[config.mk]
export PLATFORM = sky130hd
export DESIGN_NAME = ssm_ram
export DESIGN_NICKNAME = d
export VERILOG_FILES = /design/src/rtl/core/ssm_ram.sv
export SDC_FILE = /design/constraint.sdc
export NUM_CORES = 2
export LEC_CHECK = 0
export BUFFER_PORTS_ARGS = -buffer_cell sky130_fd_sc_hd__buf_4
export CAP_MARGIN = 0
export CORE_ASPECT_RATIO = 0.5
export CORE_UTILIZATION = 40
export CTS_CLUSTER_SIZE = 10
export DETAILED_ROUTE_END_ITERATION = 10
export SLEW_MARGIN = 10
export SYNTH_ARGS = -nofsm -noshare
export SYNTH_HDL_FRONTEND = slang
export SYNTH_SLANG_ARGS = --single-unit
[constraint.sdc]
create_clock -name clk -period 2.3 [get_ports clk]
set_clock_uncertainty 0.15 [all_clocks]
set_input_delay 0.23 -clock clk [delete_from_list [all_inputs] [get_ports clk]]
set_output_delay 0.23 -clock clk [all_outputs]
set_load 0.02 [all_outputs]
[src/rtl/core/ssm_ram.sv]
// Generic simple dual-port RAM: one write port, one read port, registered read.
// No dependencies.
module ssm_ram #(
  parameter int WIDTH = 8,
  parameter int DEPTH = 256
) (
  input  logic                     clk,
  input  logic                     we,
  input  logic [$clog2(DEPTH)-1:0] waddr,
  input  logic [WIDTH-1:0]         wdata,
  input  logic [$clog2(DEPTH)-1:0] raddr,
  output logic [WIDTH-1:0]         rdata
);

  logic [WIDTH-1:0] mem [DEPTH];

  always_ff @(posedge clk) begin
    if (we) begin
      mem[waddr] <= wdata;
    end
    rdata <= mem[raddr];
  end

endmodule

==> run_results.csv <==
group,metric,value,unit
finish,final_cell_area,0.0952,mm2
logic_synthesis,synth_fa_ha_area_share,0,%
logic_synthesis,syn_nets,3759,
finish,finalNonFillerCells,7234,
grt,grt_pass1_vias,41500,
outcome,violations,"setup timing",
outcome,status,"complete, but fails checks",
route,wl,204000,um
route,wl_per_cell,28.2,um
clock_network,cts_tree,"done",
worst_setup_path,critPathArrivalTime,3.09,ns
finish,drive_above_1_share,33.1,%
logic_synthesis,synth-xor-area-share,0,%
timing,rsz0062_at_grt,"yes",
worst_setup_path,cp_top_family,"multiplexers",
finish,layout_common_cells,"edfxtp_1 (2048), buf_4 (651), mux4_2 (454)",
pwr,peakVddDrop,634,uV
finish,fillers,15900,
timing,tightestPinTransition,0.759,ns
clock_network,cts_buffer_depth,3,
clock_network,post_cts.repair.setup_buffers,0,
route,ant_nets,0,
timing,slew-limit-headroom,49.0,%
clock_network,h-tree-depth,4,
pwr,p_int,60.8,mW
grt,grt_remaining_overflow,0,
placement,io_buffers,33,
worst_setup_path,critPathKind,"flip-flop to flip-flop",
logic_synthesis,seq_area_frac_synth,77.5,%
worst_setup_path,path_cells,"mux4_2, mux4_2, nor2b_4, nor4_4, buf_4, nor4_1",
timing,timing.fmax,403,MHz
placement,dpl_cell_area,0.0885,mm2
placement,place_congestion,0.836,
worst_setup_path,cp_slowest_cell,"mux4_2",
logic_synthesis,synth.distinct_cells,55,
grt,grt_max_degree,85,
placement,dp.cells,6894,
finish,final_common_cell,"edfxtp_1",
pwr,power_frac_clock,40.7,%
floorplanning,fp.dieW,633,um
pwr,power_density,814,mW/mm2
logic_synthesis,synth_compound_area_share,3.42,%
logic_synthesis,synth_top_family_by_area,"multiplexers",
route,vias,40700,
worst_setup_path,cpPeakStageDelay,0.55,ns
worst_setup_path,cp-endpoint,"rdata[7]$_DFF_P_",
timing,setup_ws,-0.180,ns
logic_synthesis,yosys.area_share.simple,2.63,%
worst_setup_path,reg2reg_to,"rdata[7]$_DFF_P_",
route,firstDrtPassIters,6,
timing,period_share,108,%
timing,period_needed,2.48,ns
worst_setup_path,cpMostUsedCell,"mux4_2",
floorplanning,top_level_ports,34,
clock_network,clk_pin_slew,0.06,ns
worst_setup_path,worst-path-buf-inv,1,
route,vias_per_cell,5.63,
logic_synthesis,synth-async-reset-ratio,0,%
floorplanning,rows,115,
clock_network,cts_num_sinks,2056,
finish,finalNetCount,4533,
floorplanning,die_y,317,um
logic_synthesis,synth_warnings,0,
floorplanning,start_util,40.4,%
clock_network,insertion_delay,0.88,ns
clock_network,cts_inserted_buffers,224,
worst_setup_path,startpoint_type,"flip-flop",
logic_synthesis,synthFlopType,"edfxtp_1",
timing,setup_viol,7,
job,maxCapViolations,0,
route,drc,0,
route,drt_iter0_drc,4637,
pwr,pwr-share-seq,53.4,%
finish,area_growth,19.7,%
min_path,hp-class,"primary input to flip-flop",
floorplanning,die-area,0.201,mm2
pwr,combPwrFrac,5.9,%
logic_synthesis,muxShareOfSynthArea,14.6,%
worst_setup_path,required,2.91,ns
logic_synthesis,syn_avg_cell_area,21.3,um2
worst_setup_path,reg2reg_depth,6,
pwr,swShare,21.5,%
placement,hpwl,132000,um
worst_setup_path,critPathLaunch,"mem[64][7]$_DFFE_PP_",
pwr,p_leak,30.7,nW
worst_setup_path,cp-end-kind,"flip-flop",
grt,grt_pass1_wl,293000,um
worst_setup_path,cp.depth,6,
min_path,min_path_cells,5,
clock_network,clockRootBuffer,"clkbuf_16",
floorplanning,coreArea,0.197,mm2
grt,antenna_found_initial,6,
pwr,power_switching,16.7,mW
logic_synthesis,synth_edf_count,2048,
grt,grtUsageTotal,20.4,%
worst_setup_path,crit_path_max_fanout,1,
worst_setup_path,rr_startpoint,"mem[64][7]$_DFFE_PP_",
logic_synthesis,synth_seq_cells,2056,
logic_synthesis,syn_area,0.0796,mm2
timing,finalMaxSlewViolations,0,
timing,hold_violations,0,
worst_setup_path,rrSetupSlack,-0.18,ns
logic_synthesis,syn_inst,3733,
per-layer routing:
metal | share of wire [%] | vias to the layer above | routed length (um) | GRT usage (%)
met5 | 0.0034 | - | 7 | 0
met4 | 2.5 | 2 | 5180 | 6.10
met3 | 9.3 | 308 | 19000 | 6.22
met2 | 46 | 1638 | 94700 | 31.7
met1 | 42 | 21600 | 84900 | 27.8
li1 | - | 17200 | - | -
area by class of cell:
class / instances / area [um2] / area share [%]
Multi-Input combinational cell: 1442 / 16900 / 17.7
Sequential cell: 2056 / 61700 / 64.7
Antenna cell: 2 / 5.00 / 0.00526
Inverter: 2 / 7.51 / 0.00788
Clock inverter: 19 / 279 / 0.293
Timing Repair Buffer: 781 / 7220 / 7.58
Clock buffer: 300 / 5890 / 6.19
Tap cell: 2632 / 3290 / 3.46
worst min path at each step:
stage | slack, ns | end | start
3_3_place_gp | 0.42 | mem[8][2]$_DFFE_PP_ | wdata[2]
6_report | 0.07 | mem[250][4]$_DFFE_PP_ | we
4_1_cts | 0.007 | mem[250][6]$_DFFE_PP_ | we
3_5_place_dp | 0.42 | mem[9][2]$_DFFE_PP_ | wdata[2]
5_1_grt | 0.04 | mem[85][6]$_DFFE_PP_ | we
2_1_floorplan | 0.18 | mem[0][0]$_DFFE_PP_ | wdata[0]
flip-flops by register name, indices dropped and copies added (netlist names):
register and count:
mem 2048, rdata 8
stage by stage:
stage	worst slack, ns	setup TNS, ns	util (%)	power (mW)	hold WS (ns)
6_report	-0.180	-0.834	48.3	77.5	0.0698
5_1_grt	-0.272	-1.35	48.3	79.7	0.0436
4_1_cts	-0.185	-0.892	48.3	78.0	0.00695
3_5_place_dp	-1.47	-8.59	44.9	46.6	0.418
3_3_place_gp	-1.47	-10.29	44.9	46.6	0.416
2_1_floorplan	0.000414	0	-	44.2	0.179
worst reg2reg max path: stages, from the launching register on:
cell,delay [ns]
edfxtp_1,0.36
mux4_2,0.50
mux4_2,0.55
nor2b_4,0.17
nor4_4,0.42
buf_4,0.20
nor4_1,0.04
Yosys cell counts (10+ instances only):
| cell | n | share of area [%] |
|---|---|---|
| edfxtp_1 | 2048 | 77 |
| buf_4 | 27 | 0.25 |
| a211oi_1 | 16 | 0.15 |
| buf_6 | 21 | 0.30 |
| mux4_2 | 454 | 13 |
| nor2b_1 | 31 | 0.24 |
| nor3_1 | 22 | 0.14 |
| buf_8 | 13 | 0.25 |
| nor4_1 | 24 | 0.19 |
| o21ai_0 | 10 | 0.063 |
| buf_2 | 31 | 0.20 |
| nand4_1 | 10 | 0.079 |
| nand3_1 | 34 | 0.21 |
| mux2i_1 | 134 | 1.7 |
| a221oi_1 | 13 | 0.14 |
| o221ai_1 | 46 | 0.51 |
| buf_1 | 22 | 0.10 |
| o22ai_1 | 28 | 0.22 |
| clkbuf_1 | 111 | 0.52 |
| a22oi_1 | 133 | 1.3 |
| o211ai_1 | 10 | 0.094 |
| a21oi_1 | 96 | 0.60 |
| nand2_1 | 33 | 0.16 |
| nor2_1 | 282 | 1.3 |
timing repair:
action	CTS	global route
resized for setup	45	20
endpoints found under the hold margin	1882	0
pin swaps	17	7
gates cloned	0	0
hold buffers	20	0
endpoints found under the setup margin	8	11
logic make-up after synthesis:
group           count (synthesis)
simple gates                  466
flops                        2056
compound gates                385
buf+inv                       235
mux                           591
power groups by stage:
stage / registers [mW] / clock network (mW) / logic [mW]
after floorplan: 42.2 / 0 / 2.01
after global placement: 42.2 / 0 / 4.40
after detailed placement: 42.2 / 0 / 4.46
after CTS: 41.4 / 32.0 / 4.58
after global routing: 41.4 / 33.5 / 4.82
final: 41.4 / 31.5 / 4.58
Note: power is estimated with default switching activity, not from simulation.
