===== config.mk =====
export PLATFORM = sky130hd
export DESIGN_NAME = ssm_scan
export DESIGN_NICKNAME = d
export VERILOG_FILES = /design/src/rtl/core/ssm_pkg.sv /design/src/rtl/core/ssm_scan.sv
export SDC_FILE = /design/constraint.sdc
export NUM_CORES = 1
export LEC_CHECK = 0
export ABC_AREA = 1
export BUFFER_PORTS_ARGS = -buffer_cell sky130_fd_sc_hd__buf_2
export CAP_MARGIN = 15
export CORE_ASPECT_RATIO = 0.5
export CORE_MARGIN = 5
export CORE_UTILIZATION = 40
export CTS_CLUSTER_SIZE = 30
export DETAILED_ROUTE_END_ITERATION = 8
export GPL_TIMING_DRIVEN = 0
export PLACE_DENSITY = 0.74
export SLEW_MARGIN = 25
export SYNTH_ARGS = -nofsm -noshare
export SYNTH_HDL_FRONTEND = slang
export SYNTH_SLANG_ARGS = --single-unit

===== constraint.sdc =====
create_clock -name clk -period 4.65 [get_ports clk]
set_clock_uncertainty 0.2 [all_clocks]
set_input_delay 0.465 -clock clk [delete_from_list [all_inputs] [get_ports clk]]
set_output_delay 0.465 -clock clk [all_outputs]
set_load 0.01 [all_outputs]

===== src/rtl/core/ssm_pkg.sv =====
// Shared types and constants for the stop-string suffix matcher.
// Used by ssm_scan and stop_string_suffix_matcher. No dependencies.
package ssm_pkg;

  // HISTORY_DEPTH, MAX_PATTERNS and MAX_PATTERN_LEN are powers of two:
  // ring and pattern addressing rely on plain wraparound and concatenation.
  localparam int HISTORY_DEPTH   = 256;
  localparam int MAX_PATTERNS    = 8;
  localparam int MAX_PATTERN_LEN = 64;

  localparam int HIST_AW = $clog2(HISTORY_DEPTH);
  localparam int FILL_W  = HIST_AW + 1;
  localparam int PAT_AW  = $clog2(MAX_PATTERNS * MAX_PATTERN_LEN);
  localparam int PSEL_W  = $clog2(MAX_PATTERNS);
  localparam int BSEL_W  = $clog2(MAX_PATTERN_LEN);
  localparam int LEN_W   = 7;
  localparam int CNT_W   = 4;
  localparam int PIDX_W  = 3;
  localparam int BIDX_W  = 6;
  localparam int BYTE_W  = 8;

  typedef enum logic [1:0] {
    OP_TEXT     = 2'd0,
    OP_PAT_BYTE = 2'd1,
    OP_PAT_LEN  = 2'd2,
    OP_CLEAR    = 2'd3
  } op_t;

  typedef struct packed {
    op_t                op;
    logic [PIDX_W-1:0]  pattern_index;
    logic [BIDX_W-1:0]  byte_index;
    logic [BYTE_W-1:0]  byte_value;
    logic [LEN_W-1:0]   pattern_length;
    logic               piece_end;
  } in_t;

  typedef struct packed {
    logic              matched;
    logic [PIDX_W-1:0] match_index;
  } out_t;

  // History state and pattern count seen by the scan sequencer
  typedef struct packed {
    logic [HIST_AW-1:0] head;
    logic [FILL_W-1:0]  fill;
    logic [CNT_W-1:0]   count;
  } ctx_t;

  typedef logic [MAX_PATTERNS-1:0][LEN_W-1:0] len_arr_t;

endpackage


===== src/rtl/core/ssm_scan.sv =====
// Scan sequencer: walks patterns in index order, streams history and pattern
// bytes out of the two RAMs and compares them. Depends on ssm_pkg.
module ssm_scan (
  input  logic                      clk,
  input  logic                      rst_n,
  input  logic                      start,
  input  ssm_pkg::ctx_t             ctx,
  input  ssm_pkg::len_arr_t         lengths,
  output logic [ssm_pkg::HIST_AW-1:0] hist_raddr,
  output logic [ssm_pkg::PAT_AW-1:0]  pat_raddr,
  input  logic [ssm_pkg::BYTE_W-1:0]  hist_rdata,
  input  logic [ssm_pkg::BYTE_W-1:0]  pat_rdata,
  input  logic                      take,
  output logic                      busy,
  output logic                      done,
  output ssm_pkg::out_t             result
);
  import ssm_pkg::*;

  typedef enum logic [1:0] {S_IDLE, S_PAT, S_RUN, S_DONE} state_t;

  state_t             state_r;
  logic [CNT_W-1:0]   p_r;
  logic [LEN_W-1:0]   k_r;
  logic [LEN_W-1:0]   len_r;
  logic [HIST_AW-1:0] base_r;
  logic               cmp_vld_r;
  out_t               result_r;

  logic [CNT_W-1:0]   limit;
  logic [LEN_W-1:0]   cur_len;
  logic               mismatch;

  assign limit    = (ctx.count > CNT_W'(MAX_PATTERNS)) ? CNT_W'(MAX_PATTERNS) : ctx.count;
  assign cur_len  = lengths[p_r[PSEL_W-1:0]];
  assign mismatch = cmp_vld_r && (hist_rdata != pat_rdata);

  assign hist_raddr = base_r + HIST_AW'(k_r);
  assign pat_raddr  = {p_r[PSEL_W-1:0], k_r[BSEL_W-1:0]};

  assign busy   = (state_r != S_IDLE);
  assign done   = (state_r == S_DONE);
  assign result = result_r;

  always_ff @(posedge clk) begin
    if (!rst_n) begin
      state_r   <= S_IDLE;
      cmp_vld_r <= 1'b0;
      p_r       <= '0;
    end else begin
      unique case (state_r)
        S_IDLE: begin
          cmp_vld_r <= 1'b0;
          if (start) begin
            p_r     <= '0;
            state_r <= S_PAT;
          end
        end
        S_PAT: begin
          cmp_vld_r <= 1'b0;
          if (p_r >= limit) begin
            result_r <= '0;
            state_r  <= S_DONE;
          end else if (cur_len == '0 || FILL_W'(cur_len) > ctx.fill) begin
            p_r <= p_r + 1'b1;
          end else begin
            len_r   <= cur_len;
            base_r  <= ctx.head - HIST_AW'(cur_len);
            k_r     <= '0;
            state_r <= S_RUN;
          end
        end
        S_RUN: begin
          if (mismatch) begin
            cmp_vld_r <= 1'b0;
            p_r       <= p_r + 1'b1;
            state_r   <= S_PAT;
          end else if (k_r == len_r) begin
            cmp_vld_r            <= 1'b0;
            result_r.matched     <= 1'b1;
            result_r.match_index <= p_r[PIDX_W-1:0];
            state_r              <= S_DONE;
          end else begin
            k_r       <= k_r + 1'b1;
            cmp_vld_r <= 1'b1;
          end
        end
        S_DONE: begin
          cmp_vld_r <= 1'b0;
          if (take) begin
            state_r <= S_IDLE;
          end
        end
        default: state_r <= S_IDLE;
      endcase
    end
  end

  a_nomatch_zero: assert property (@(posedge clk) disable iff (!rst_n)
    done && !result_r.matched |-> result_r.match_index == '0)
    else $error("match_index nonzero without a match");

  a_cmp_in_run: assert property (@(posedge clk) disable iff (!rst_n)
    cmp_vld_r |-> state_r == S_RUN)
    else $error("compare pending outside a pattern walk");

  a_k_bound: assert property (@(posedge clk) disable iff (!rst_n)
    state_r == S_RUN |-> k_r <= len_r && len_r != '0)
    else $error("byte counter beyond pattern length");

endmodule


==> flow_summary.toml <==
[final_layout]
fin_cells = 705
antenna_cells = 0
design_area_sq_um = 4130
layout-drive-gt1-share_pct = 27.0
area_growth_pct = 27.8
fill_cells = 777
finalNetCount = 723

[clock_tree]
clk_latency_ns = 0.28
cts_num_sinks = 33
post_cts_buffers = 0
cts-root-buf = "clkbuf_16"
cts_buffers = 5
cts_buffer_depth = 2
cts_resized = 0
path_clk_slew_ns = 0.05
htreeDepth = 2
hold_buffers = 0
cts_tree = "done"

[placed_design]
dp_slack_ns = 1.03
routabilityCongestion = 0.885
dp_hpwl_microns = 6920
port_buffers = 119
placed_area_sq_um = 3980
dp_cells = 697

[die]
die_w_microns = 137
rows = 23
ios = 120
coreArea_sq_um = 7940
floorplan.initialDensity_pct = 40.7
die_area_sq_um = 10100
die_h_microns = 73.5

[critical_path]
timing.rr.start = "p_r[1]"
critPathSlowestCell = "dfxtp_1"
cp.required_ns = 4.44
crit_fanout = 10
r2r_slack_ns = 1.05
crit_path_max_incr_delay_ns = 0.53
path_cells = "inv_2 -> buf_2 -> nand2_1 -> nand3_1 -> nand2_1 -> inv_1 -> ha_1 -> a21oi_1 -> nor2_1 -> nor2_1 -> o21ai_0 -> nand2_1 -> nand2_1 -> nand2_1 -> nand2_2 -> nor4_2 -> buf_2 -> buf_4"
rr_endpoint = "base_r[0]"
end_kind = "register"
cp_common_cell = "nand2_1"
worstSetupPathType = "register to register"
path_buf_inv = 5
critPathArrivalTime_ns = 3.39
ff2ff_path_depth = 18
critPathTopFamily = "simple AND/OR/NAND/NOR gates"
critPathLaunchType = "register"

[synthesis]
synthesis.nets = 595
synth_fa_ha_area_share_pct = 13.6
synth.area.top_cells = "edfxtp_1, nand2_1, ha_1"
yosysSeqAreaShare_pct = 28.5
synthSimpleGateAreaFrac_pct = 27.5
synth_area_leader_cell = "edfxtp_1"
synthDistinctLibCells = 31
ys_ff_latch = 33
synth_xor_area_share_pct = 7.05
synthMuxAreaShare_pct = 0
synth_top_family_by_area = "simple AND/OR/NAND/NOR gates"
yosysWarningCount = 0
syn_avg_cell_area_sq_um = 6.96
synth_compound_area_share_pct = 8.02
synth_cells = 464
yosysTopAreaCellShare_pct = 24.2
syn_area_sq_um = 3230

[grt]
grt.overflow.total = 0
antenna_found_initial = 0
grt_pass1_wl_microns = 13800
grt_start_max_net_pins = 12
grtUsageTotal_pct = 17.0
grt_pass1_vias = 3017

[min_path]
hold_path_depth = 3
hold_class = "input pin to register"
min_from = "rst_n"
hold_end = "p_r[1]"

[routing]
drc = 0
drt_first_iter_violations = 217
first_pass_iters = 4
wl_microns = 8380
wl_per_cell_microns = 11.9
ant_nets = 0
vias = 3213
avgViaCountPerCell = 4.56

[sta]
slew_headroom_pct = 45.2
setup_ws_ns = 1.05
hold_viol_final = 0
worst_slew_pin_slew_ns = 0.815
finalCriticalPeriod_ns = 3.60
max_freq_ghz = 0.277
rsz0062_at_grt = "no"
drv_slew = 0
setup_viol = 0
post-route-period-util_pct = 77.5

[flow_run]
maxCapViolCount = 0

[pwr]
peakVddDrop_mv = 0.206
p_per_area_nw_per_um2 = 532
leakage_nw = 2.28

[status]
status = "finished, final reports clean"
==> cell families after synthesis <==
| kind of cell | count (synthesis) |
|---|---|
| AND/OR/NAND/NOR | 209 |
| buffers and inverters | 113 |
| XOR/XNOR | 26 |
| AO/OA/AOI/OAI | 49 |
| flip-flops | 33 |
| adder cells (fa/ha/maj) | 34 |
==> how the worst max path moves through the flow <==
stage / start / to / slack (ns) / depth (start not counted)
2_1_floorplan: p_r[0] / base_r[0] / 0.65 / 18
3_3_place_gp: p_r[1] / base_r[7] / -0.20 / 16
3_5_place_dp: p_r[1] / base_r[0] / 1.03 / 18
4_1_cts: p_r[1] / base_r[0] / 1.0 / 18
5_1_grt: p_r[1] / base_r[0] / 0.68 / 17
6_report: p_r[1] / base_r[0] / 1.05 / 18
==> cells in the mapped netlist, drive strengths merged <==
master  number
nor2        33
xnor2       13
o21bai       3
nand4        4
o211ai       1
xor2        13
fa           2
ha          32
nand3b       1
buf         18
inv         93
nor4         2
o21ai       15
nand3       43
o22ai        1
dfxtp        7
a21o         1
nand2      121
or2          1
edfxtp      26
nor3         4
clkbuf       2
a21oi       28
==> sequential cells by signal, indices dropped and copies added, names as in the netlist <==
register,count
k_r,7
result,4
len_r,7
cmp_vld_r,1
p_r,4
base_r,8
state_r,2
==> tightest hold or removal path, cell delays in order <==
cell and delay (ns):
buf_2 0.13, nand2_1 0.07, nor2_1 0.04
==> layout make-up <==
type	instances	area, sq um	share of cell area (%)
buffer	20	143	3.46
clock buffer	5	125	3.03
clock inverter	3	17.5	0.424
inverter	93	349	8.46
multi-input combinational	318	1820	44.2
sequential	33	921	22.3
tap	112	140	3.40
timing repair buffer	121	608	14.7
==> layer usage <==
metal / vias up / track usage (%) / routed length [microns]
met1: 1403 / 22.9 / 3760
met4: 0 / 4.54 / 79
li1: 1711 / - / -
met3: 8 / 3.42 / 543
met2: 91 / 28.1 / 4000
met5: - / 0 / 0
==> through the flow <==
stage	util [%]	power, mW	setup TNS, ns	hold WS [ns]
6_report	52.0	2.20	0	0.274
2_1_floorplan	-	1.49	0	0.266
3_3_place_gp	49.9	1.84	-2.92	0.287
4_1_cts	52.0	2.21	0	0.266
3_5_place_dp	50.2	1.88	0	0.298
5_1_grt	52.0	2.43	0	0.281
==> layout by cell type, fill, tap and decap left out <==
| master | n |
|---|---|
| a21o_1 | 1 |
| a21oi_1 | 28 |
| buf_2 | 126 |
| buf_4 | 10 |
| buf_6 | 2 |
| buf_8 | 1 |
| clkbuf_1 | 2 |
| clkbuf_16 | 5 |
| clkinv_2 | 2 |
| clkinvlp_4 | 1 |
| dfxtp_1 | 7 |
| edfxtp_1 | 26 |
| fa_1 | 2 |
| ha_1 | 32 |
| inv_1 | 91 |
| inv_2 | 2 |
| nand2_1 | 115 |
| nand2_2 | 6 |
| nand3_1 | 42 |
| nand3_2 | 1 |
| nand3b_1 | 1 |
| nand4_1 | 4 |
| nor2_1 | 31 |
| nor2_2 | 2 |
| nor3_1 | 4 |
| nor4_1 | 1 |
| nor4_2 | 1 |
| o211ai_1 | 1 |
| o21ai_0 | 12 |
| o21ai_1 | 3 |
| o21bai_1 | 3 |
| o22ai_1 | 1 |
| or2_2 | 1 |
| xnor2_1 | 13 |
| xor2_1 | 13 |
==> power breakdown <==
part           internal, mW  leakage, nW  switching, mW
Sequential            0.445        0.298         0.0647
Combinational         0.546         1.91          0.825
Clock                 0.196       0.0696          0.119
Total                  1.19         2.28           1.01
(Power assumes the default switching activity.)
